==> src/rtl/smpq_pkg.sv <==
`default_nettype none
// ----------------------------------------------------------------------------
// smpq_pkg
// Shared types and constants for the sorted minimum priority queue.
// ----------------------------------------------------------------------------
package smpq_pkg;

  localparam int DEPTH   = 16;
  localparam int FILL_W  = $clog2(DEPTH + 1);
  localparam int VALUE_W = 32;
  localparam int COUNT_W = 5;

  typedef enum logic [1:0] {
    ST_OK    = 2'd0,
    ST_EMPTY = 2'd1,
    ST_FULL  = 2'd2
  } status_t;

  typedef enum logic {
    MODE_INSERT = 1'b0,
    MODE_REMOVE = 1'b1
  } mode_t;

  // Broadcast to every cell in the row.
  typedef struct packed {
    logic                      ins;
    logic                      rem;
    logic signed [VALUE_W-1:0] val;
  } cmd_t;

endpackage
`default_nettype wire

==> src/rtl/smpq_if.sv <==
`default_nettype none
// ----------------------------------------------------------------------------
// smpq_if
// Valid/ready channels for the queue's commands and results.
// ----------------------------------------------------------------------------
interface smpq_in_if;
  logic                              valid;
  logic                              ready;
  logic                              mode;
  logic signed [smpq_pkg::VALUE_W-1:0] value;

  modport source (output valid, output mode, output value, input ready);
  modport sink   (input valid, input mode, input value, output ready);
endinterface

interface smpq_out_if;
  logic                                valid;
  logic                                ready;
  logic [1:0]                          status;
  logic signed [smpq_pkg::VALUE_W-1:0] value_out;
  logic [smpq_pkg::COUNT_W-1:0]        count;
  logic                                empty_res;

  modport source (output valid, output status, output value_out, output count,
                  output empty_res, input ready);
  modport sink   (input valid, input status, input value_out, input count,
                  input empty_res, output ready);
endinterface
`default_nettype wire

==> src/rtl/smpq_cell.sv <==
`default_nettype none
// ----------------------------------------------------------------------------
// smpq_cell
// One slot of the sorted row: holds a value, takes the new value, its left
// neighbour's value or its right neighbour's value.
// ----------------------------------------------------------------------------
module smpq_cell (
  input  wire logic                                clk,
  input  wire smpq_pkg::cmd_t                      cmd,
  input  wire logic                                occ,
  input  wire logic                                left_gt,
  input  wire logic signed [smpq_pkg::VALUE_W-1:0] left_q,
  input  wire logic signed [smpq_pkg::VALUE_W-1:0] right_q,
  output logic                                     gt,
  output logic signed [smpq_pkg::VALUE_W-1:0]      q
);

  logic signed [smpq_pkg::VALUE_W-1:0] q_r;
  logic signed [smpq_pkg::VALUE_W-1:0] q_nxt;

  // Stored value lies strictly above the new one: it must move right.
  assign gt = occ && (q_r > cmd.val);
  assign q  = q_r;

  always_comb begin
    q_nxt = q_r;
    if (cmd.ins) begin
      if (left_gt) begin
        q_nxt = left_q;
      end else if (gt || !occ) begin
        q_nxt = cmd.val;
      end
    end else if (cmd.rem) begin
      q_nxt = right_q;
    end
  end

  always_ff @(posedge clk) begin
    q_r <= q_nxt;
  end

endmodule
`default_nettype wire

==> src/rtl/sorted_min_priority_queue.sv <==
`default_nettype none
// ----------------------------------------------------------------------------
// sorted_min_priority_queue
// Sorted-list minimum priority queue built as a row of shifting cells.
// ----------------------------------------------------------------------------
// The queue holds up to DEPTH signed 32-bit values in ascending order in a row
// of cells, the smallest at cell 0. Each transfer on the input channel is an
// insert (mode 0) or a remove of the smallest value (mode 1) and produces
// exactly one result transfer carrying a status, the value, the count after
// the item and an empty flag. Every cell compares its value with the broadcast
// insert value in parallel, so a new item is taken in every cycle while the
// result register is free or being drained. Equal values leave in arrival
// order. Remove on an empty queue reports ST_EMPTY and insert on a full queue
// reports ST_FULL; both return zero and leave the contents untouched. There is
// no clearing pass after reset.
// ----------------------------------------------------------------------------
module sorted_min_priority_queue (
  input  wire logic   clk,
  input  wire logic   rst_n,
  smpq_in_if.sink     in_chan,
  smpq_out_if.source  out_chan
);

  localparam int N  = smpq_pkg::DEPTH;
  localparam int FW = smpq_pkg::FILL_W;
  localparam int VW = smpq_pkg::VALUE_W;
  localparam int CW = smpq_pkg::COUNT_W;

  logic [FW-1:0]           fill_r;
  logic [FW-1:0]           fill_nxt;
  logic                    out_valid_r;
  smpq_pkg::status_t       status_r;
  smpq_pkg::status_t       status_nxt;
  logic signed [VW-1:0]    vout_r;
  logic signed [VW-1:0]    vout_nxt;

  logic                    xfer;
  logic                    is_remove;
  logic                    full;
  logic                    empty;
  smpq_pkg::cmd_t          cmd;

  logic                    gt   [N];
  logic signed [VW-1:0]    q    [N];

  // Take a new item whenever the result register is empty or draining.
  assign in_chan.ready = !out_valid_r || out_chan.ready;
  assign xfer          = in_chan.valid && in_chan.ready;
  assign is_remove     = (in_chan.mode == smpq_pkg::MODE_REMOVE);
  assign full          = (fill_r == FW'(N));
  assign empty         = (fill_r == '0);

  assign cmd.ins = xfer && !is_remove && !full;
  assign cmd.rem = xfer && is_remove && !empty;
  assign cmd.val = in_chan.value;

  // Row of cells: each looks at its left neighbour for inserts and its right
  // neighbour for removes. Cell 0 has no left neighbour; the last cell keeps
  // its own value on remove.
  for (genvar i = 0; i < N; i++) begin : g_cell
    logic                 occ;
    logic                 lgt;
    logic signed [VW-1:0] lq;
    logic signed [VW-1:0] rq;

    assign occ = (fill_r > FW'(i));

    if (i == 0) begin : g_head
      assign lgt = 1'b0;
      assign lq  = q[i];
    end else begin : g_body
      assign lgt = gt[i-1];
      assign lq  = q[i-1];
    end

    if (i == N - 1) begin : g_tail
      assign rq = q[i];
    end else begin : g_inner
      assign rq = q[i+1];
    end

    smpq_cell u_cell (
      .clk     (clk),
      .cmd     (cmd),
      .occ     (occ),
      .left_gt (lgt),
      .left_q  (lq),
      .right_q (rq),
      .gt      (gt[i]),
      .q       (q[i])
    );
  end

  // Work out the result and the new fill for the item in flight.
  always_comb begin
    fill_nxt   = fill_r;
    status_nxt = smpq_pkg::ST_OK;
    vout_nxt   = '0;
    if (is_remove) begin
      if (empty) begin
        status_nxt = smpq_pkg::ST_EMPTY;
      end else begin
        vout_nxt = q[0];
        fill_nxt = fill_r - FW'(1);
      end
    end else begin
      if (full) begin
        status_nxt = smpq_pkg::ST_FULL;
      end else begin
        vout_nxt = in_chan.value;
        fill_nxt = fill_r + FW'(1);
      end
    end
  end

  // Control: fill count and result valid.
  always_ff @(posedge clk) begin
    if (!rst_n) begin
      fill_r      <= '0;
      out_valid_r <= 1'b0;
    end else begin
      if (xfer) begin
        fill_r      <= fill_nxt;
        out_valid_r <= 1'b1;
      end else if (out_chan.ready) begin
        out_valid_r <= 1'b0;
      end
    end
  end

  // Result payload: hold until the next transfer in.
  always_ff @(posedge clk) begin
    if (xfer) begin
      status_r <= status_nxt;
      vout_r   <= vout_nxt;
    end
  end

  assign out_chan.valid     = out_valid_r;
  assign out_chan.status    = status_r;
  assign out_chan.value_out = vout_r;
  assign out_chan.count     = CW'(fill_r);
  assign out_chan.empty_res = (fill_r == '0);

endmodule
`default_nettype wire
==> src/flat_wrapper.sv <==
// flat-port wrapper written by rule: the top's interface ports become plain ports
module sorted_min_priority_queue_flat 
  (clk, rst_n, in_chan_valid, in_chan_mode, in_chan_value, in_chan_ready, out_chan_valid, out_chan_status, out_chan_value_out, out_chan_count, out_chan_empty_res, out_chan_ready);
  smpq_in_if in_chan_i ();
  smpq_out_if out_chan_i ();
  input  wire logic clk;
  input  wire logic rst_n;
  input wire logic [$bits(in_chan_i.valid)-1:0] in_chan_valid;
  input wire logic [$bits(in_chan_i.mode)-1:0] in_chan_mode;
  input wire logic [$bits(in_chan_i.value)-1:0] in_chan_value;
  output wire logic [$bits(in_chan_i.ready)-1:0] in_chan_ready;
  output wire logic [$bits(out_chan_i.valid)-1:0] out_chan_valid;
  output wire logic [$bits(out_chan_i.status)-1:0] out_chan_status;
  output wire logic [$bits(out_chan_i.value_out)-1:0] out_chan_value_out;
  output wire logic [$bits(out_chan_i.count)-1:0] out_chan_count;
  output wire logic [$bits(out_chan_i.empty_res)-1:0] out_chan_empty_res;
  input wire logic [$bits(out_chan_i.ready)-1:0] out_chan_ready;
  assign in_chan_i.valid = in_chan_valid;
  assign in_chan_i.mode = in_chan_mode;
  assign in_chan_i.value = in_chan_value;
  assign in_chan_ready = in_chan_i.ready;
  assign out_chan_valid = out_chan_i.valid;
  assign out_chan_status = out_chan_i.status;
  assign out_chan_value_out = out_chan_i.value_out;
  assign out_chan_count = out_chan_i.count;
  assign out_chan_empty_res = out_chan_i.empty_res;
  assign out_chan_i.ready = out_chan_ready;
  sorted_min_priority_queue u_core (.clk(clk), .rst_n(rst_n), .in_chan(in_chan_i), .out_chan(out_chan_i));
endmodule
==> config.mk <==
export PLATFORM = sky130hd
export DESIGN_NAME = sorted_min_priority_queue_flat
export DESIGN_NICKNAME = d
export VERILOG_FILES = /design/src/rtl/smpq_pkg.sv /design/src/rtl/smpq_if.sv /design/src/rtl/smpq_cell.sv /design/src/rtl/sorted_min_priority_queue.sv /design/src/flat_wrapper.sv
export SDC_FILE = /design/constraint.sdc
export NUM_CORES = 2
export LEC_CHECK = 0
export ABC_AREA = 1
export BUFFER_PORTS_ARGS = -buffer_cell sky130_fd_sc_hd__buf_2
export CORE_UTILIZATION = 39
export CTS_BUF_LIST = sky130_fd_sc_hd__clkbuf_4 sky130_fd_sc_hd__clkbuf_8
export CTS_CLUSTER_DIAMETER = 50
export CTS_CLUSTER_SIZE = 12
export DETAILED_ROUTE_END_ITERATION = 10
export GPL_TIMING_DRIVEN = 1
export PLACE_DENSITY = 0.56
export SLEW_MARGIN = 40
export SYNTH_ARGS = -nofsm -noshare
export SYNTH_HDL_FRONTEND = slang
export SYNTH_SLANG_ARGS = --single-unit
==> constraint.sdc <==
create_clock -name clk -period 7.2 [get_ports clk]
set_clock_uncertainty 0.1 [all_clocks]
set_input_delay 0.72 -clock clk [delete_from_list [all_inputs] [get_ports clk]]
set_output_delay 0.72 -clock clk [all_outputs]
set_load 0.03 [all_outputs]
==> key figures <==
Worst setup path
  • Worst path max stage delay: 0.82 ns
  • CP required: ~7.5 ns
  • Worst setup SP type: register
  • CP cell instances: inv_1 > ha_1 > nand2_1 > nor2_1 > inv_2 > nand2_1 > buf_4 > nor2_4 > clkinv_1 > nand2_1 > buf_4
  • Critical path endpoint category: register
  • Critical path type: register to register
  • Crit path DAT: 4.99 ns
  • CP max-delay cell: nand2_1
  • Crit path max fanout: 35
  • CP dominant cell by count: nand2_1

Hold path
  • Hold Path Class: input pin to register

STA
  • Post-route minimum period: 4.66 ns
  • Slew headroom: 38.7%
  • FMAX: 215 MHz
  • RSZ-0062 raised after global routing: false
  • Worst-margin pin slew: 0.918 ns
  • Final setup vio count: 0
  • Final hold slack: roughly 0.16 ns
  • Setup TNS: 0 ns
  • Post-route setup slack: roughly 2.5 ns
  • Final worst path period share: 64.7%
  • Max Slew Vio Count: 0
  • Hold Violations, Final: 0

Detailed routing
  • Final ANT Viol Nets: 0
  • WL final: 153000 um
  • Residual DRC: 0
  • Drt via density: 5.50
  • Routed vias: 39800
  • Drt pass-1 iters: 6
  • Initial DRC Count: between 3000 and 4000
  • Highest metal used: met4
  • Routed length per placed instance: 21.1 um
  • Met1 Wirelength: ~65000 um
  • DR WL met3: 8280 um
  • Metal2 WL: 72700 um

Power and ir drop
  • P_leak: 23.2 nW
  • Net load switching power: around 4.0 mW
  • Power density over the cells: 226 nW/um^2
  • Worst-case vdd ir drop: 118 uV
  • Sw Share: 37.4%
  • Clk pwr share: 30.9%
  • Total Power Consumption: about 11 mW
  • Logic pwr share: 27.9%
  • Internal Power: between 6 and 7 mW
  • Seq pwr share: 41.2%

Placed design
  • Buffers on Ports: 78
  • Detailed Place HPWL: between 100000 and 150000 um
  • Post-Place Worst Slack: 2.03 ns
  • Dpl cells: slightly above 7000
  • Placed instance area: approximately 45000 sq um
  • Final RePlAce weighted congestion: 0.889

Die
  • Die W: 335 um
  • Initial Util: 39.5%
  • Num rows: 121
  • Die area: approximately 110000 sq um
  • Core ar.: between 100000 and 150000 sq um
  • Die height: 335 um
  • IO Count: approximately 80

CTS
  • CTS buffer count: 92
  • TritonCTS Sinks: 552
  • CTS tree: done
  • CTS H-Tree Depth: 3
  • CTS Hold Bufs: 0
  • Post-CTS sizing: 0
  • Worst-path clk slew: approximately 0.08 ns
  • Setup Fix Bufs, Post-CTS: 0
  • CTS max path bufs: 3
  • Worst-Skew Late Latency: ~0.77 ns
  • Root buf cell: clkbuf_8

Final layout
  • Post-route cell area: 47600 sq um
  • Post-layout util: 43.5%
  • Layout cells sized above 1: around 8.0%
  • Reg area: 16500 sq um
  • Layout fillers: 11200
  • Final cell count without fillers: between 7000 and 8000
  • Multi-input combinational cell area: 23000 sq um
  • Layout net count: 6241
  • Area Growth Syn to Fin: 10.1%

Yosys
  • Seq cells post-synth: 552
  • Post-Syn Area: 43200 sq um
  • Yosys cell types: 42
  • Main flop type after synthesis: edfxtp_1
  • Post-synth EDFFs: 546
  • Seq/Total Area, Yosys: 38.2%
  • Synth Area per Inst: 7.61 sq um
  • Syn nets: 6230
  • Async S/R FF share, synth: 0%
  • YS warnings: 0
  • Mapped Cells: 5676

Global routing
  • Largest net degree at the start of global routing: roughly 180
  • Number of global-route vias before repair: 38600
  • Gr usage total: 27.0%
  • Remaining Overflow, GRT: 0
  • First-pass GRT wire length: 234000 um
  • Initial antenna violation count: 3

Flow run
  • Max-Cap Viols: 0

Outcome
  • Status: finished clean
-- cell usage after synthesis, types with 7 or more instances --
| cell | number | area [sq um] |
|---|---|---|
| a21o_1 | 16 | 120 |
| a21oi_1 | 242 | 1210 |
| buf_1 | 37 | 139 |
| buf_2 | 131 | 656 |
| buf_4 | 9 | 67.6 |
| clkbuf_1 | 121 | 454 |
| clkinv_1 | 8 | 30.0 |
| edfxtp_1 | 546 | 16400 |
| ha_1 | 517 | 6470 |
| inv_1 | 635 | 2380 |
| nand2_1 | 1976 | 7420 |
| nand2_2 | 13 | 81.3 |
| nand3_1 | 689 | 3450 |
| nand3_2 | 8 | 80.1 |
| nand4_1 | 306 | 1910 |
| nor2_1 | 175 | 657 |
| nor2_2 | 7 | 43.8 |
| o21a_1 | 29 | 218 |
| o21ai_0 | 80 | 400 |
| o21ai_1 | 24 | 120 |
| o21ai_2 | 11 | 96.3 |
| o22ai_1 | 33 | 206 |
-- layer usage --
| layer | global-route usage [%] | vias to the layer above |
|---|---|---|
| met5 | 0 | - |
| met4 | 12.3 | 0 |
| met3 | 3.03 | 363 |
| met2 | 45.6 | 1292 |
| met1 | 34.5 | 19000 |
| li1 | - | 19200 |
-- power by group through the flow --
stage                     Sequential (mW)  Clock [mW]  Combinational (mW)
final                                4.43        3.33                3.00
after global routing                 4.45        3.51                3.38
after CTS                            4.42        3.39                2.98
after detailed placement             4.49           0                2.97
after global placement               4.49           0                2.89
after floorplan                      4.35           0                2.05
-- path summary, 6_finish.rpt --
path	startpoint	to	slack (ns)	depth (start not counted)
max	u_core.out_chan.count[1]$_SDFFE_PN0P_	u_core.g_cell[2].u_cell.q[2]$_DFFE_PP_	2.54	11
min	out_chan_ready	u_core.out_chan.valid$_SDFFE_PN0P_	0.16	4
max reg2reg	u_core.out_chan.count[1]$_SDFFE_PN0P_	u_core.g_cell[2].u_cell.q[2]$_DFFE_PP_	2.54	11
min reg2reg	u_core.out_chan.valid$_SDFFE_PN0P_	u_core.out_chan.valid$_SDFFE_PN0P_	0.42	2
-- kinds of logic (layout without fill, tap and decap cells) --
group,Yosys count,in the layout,share of synthesized area [%]
and+or+nand+nor,3203,3203,32.2
buffers and inverters,950,1037,8.80
DFF,552,552,38.2
adders and majority gates,517,517,15.0
AOI/OAI and AO/OA,453,453,5.85
xor gates and xnor gates,1,1,0.0203
other,0,1,0
-- state kept, by name, indices dropped and copies added, names as in the netlist --
signal	flops
u_core.g_cell.u_cell.q	512
u_core.out_chan.value_out	32
u_core.out_chan.count	5
u_core.out_chan.status	2
u_core.out_chan.valid	1
-- cells in the final DEF, fill, tap and decap left out, types with 5 or more instances in the layout --
cell type / n
clkinv_1: 24
inv_1: 627
o21a_1: 29
a31oi_4: 5
clkinv_4: 7
buf_2: 78
clkinvlp_4: 15
inv_2: 6
nand2_2: 14
nand3_2: 8
ha_1: 517
nand4_1: 306
a21o_1: 16
edfxtp_1: 546
a21oi_2: 7
o21ai_0: 80
nor3_1: 6
buf_4: 126
clkbuf_4: 7
o21ai_2: 13
nor2_2: 9
o21ai_1: 22
inv_6: 6
a21oi_1: 238
bufinv_16: 13
clkinv_2: 15
dfxtp_1: 6
clkbuf_8: 93
o22ai_1: 33
nand3_1: 689
nand2_1: 1975
nor2_1: 172
-- critical path, delay by kind of cell, from the launching register on --
kind,cells,cell delay [ns]
buf+inv,5,2.08
simple gates,5,1.40
fa+ha+maj,1,0.25
flops,1,0.47
-- final cells by class --
type / count / area share, %
clock buffers: 100 / 2.80
inverters: 647 / 5.12
repair buffers: 220 / 3.43
clock inverters: 70 / 1.61
well taps: 1476 / 3.88
multi-input cells: 4174 / 48.4
diodes: 1 / 0.00526
flip-flops and latches: 552 / 34.7
No activity file was read; power rests on OpenSTA's default activity.
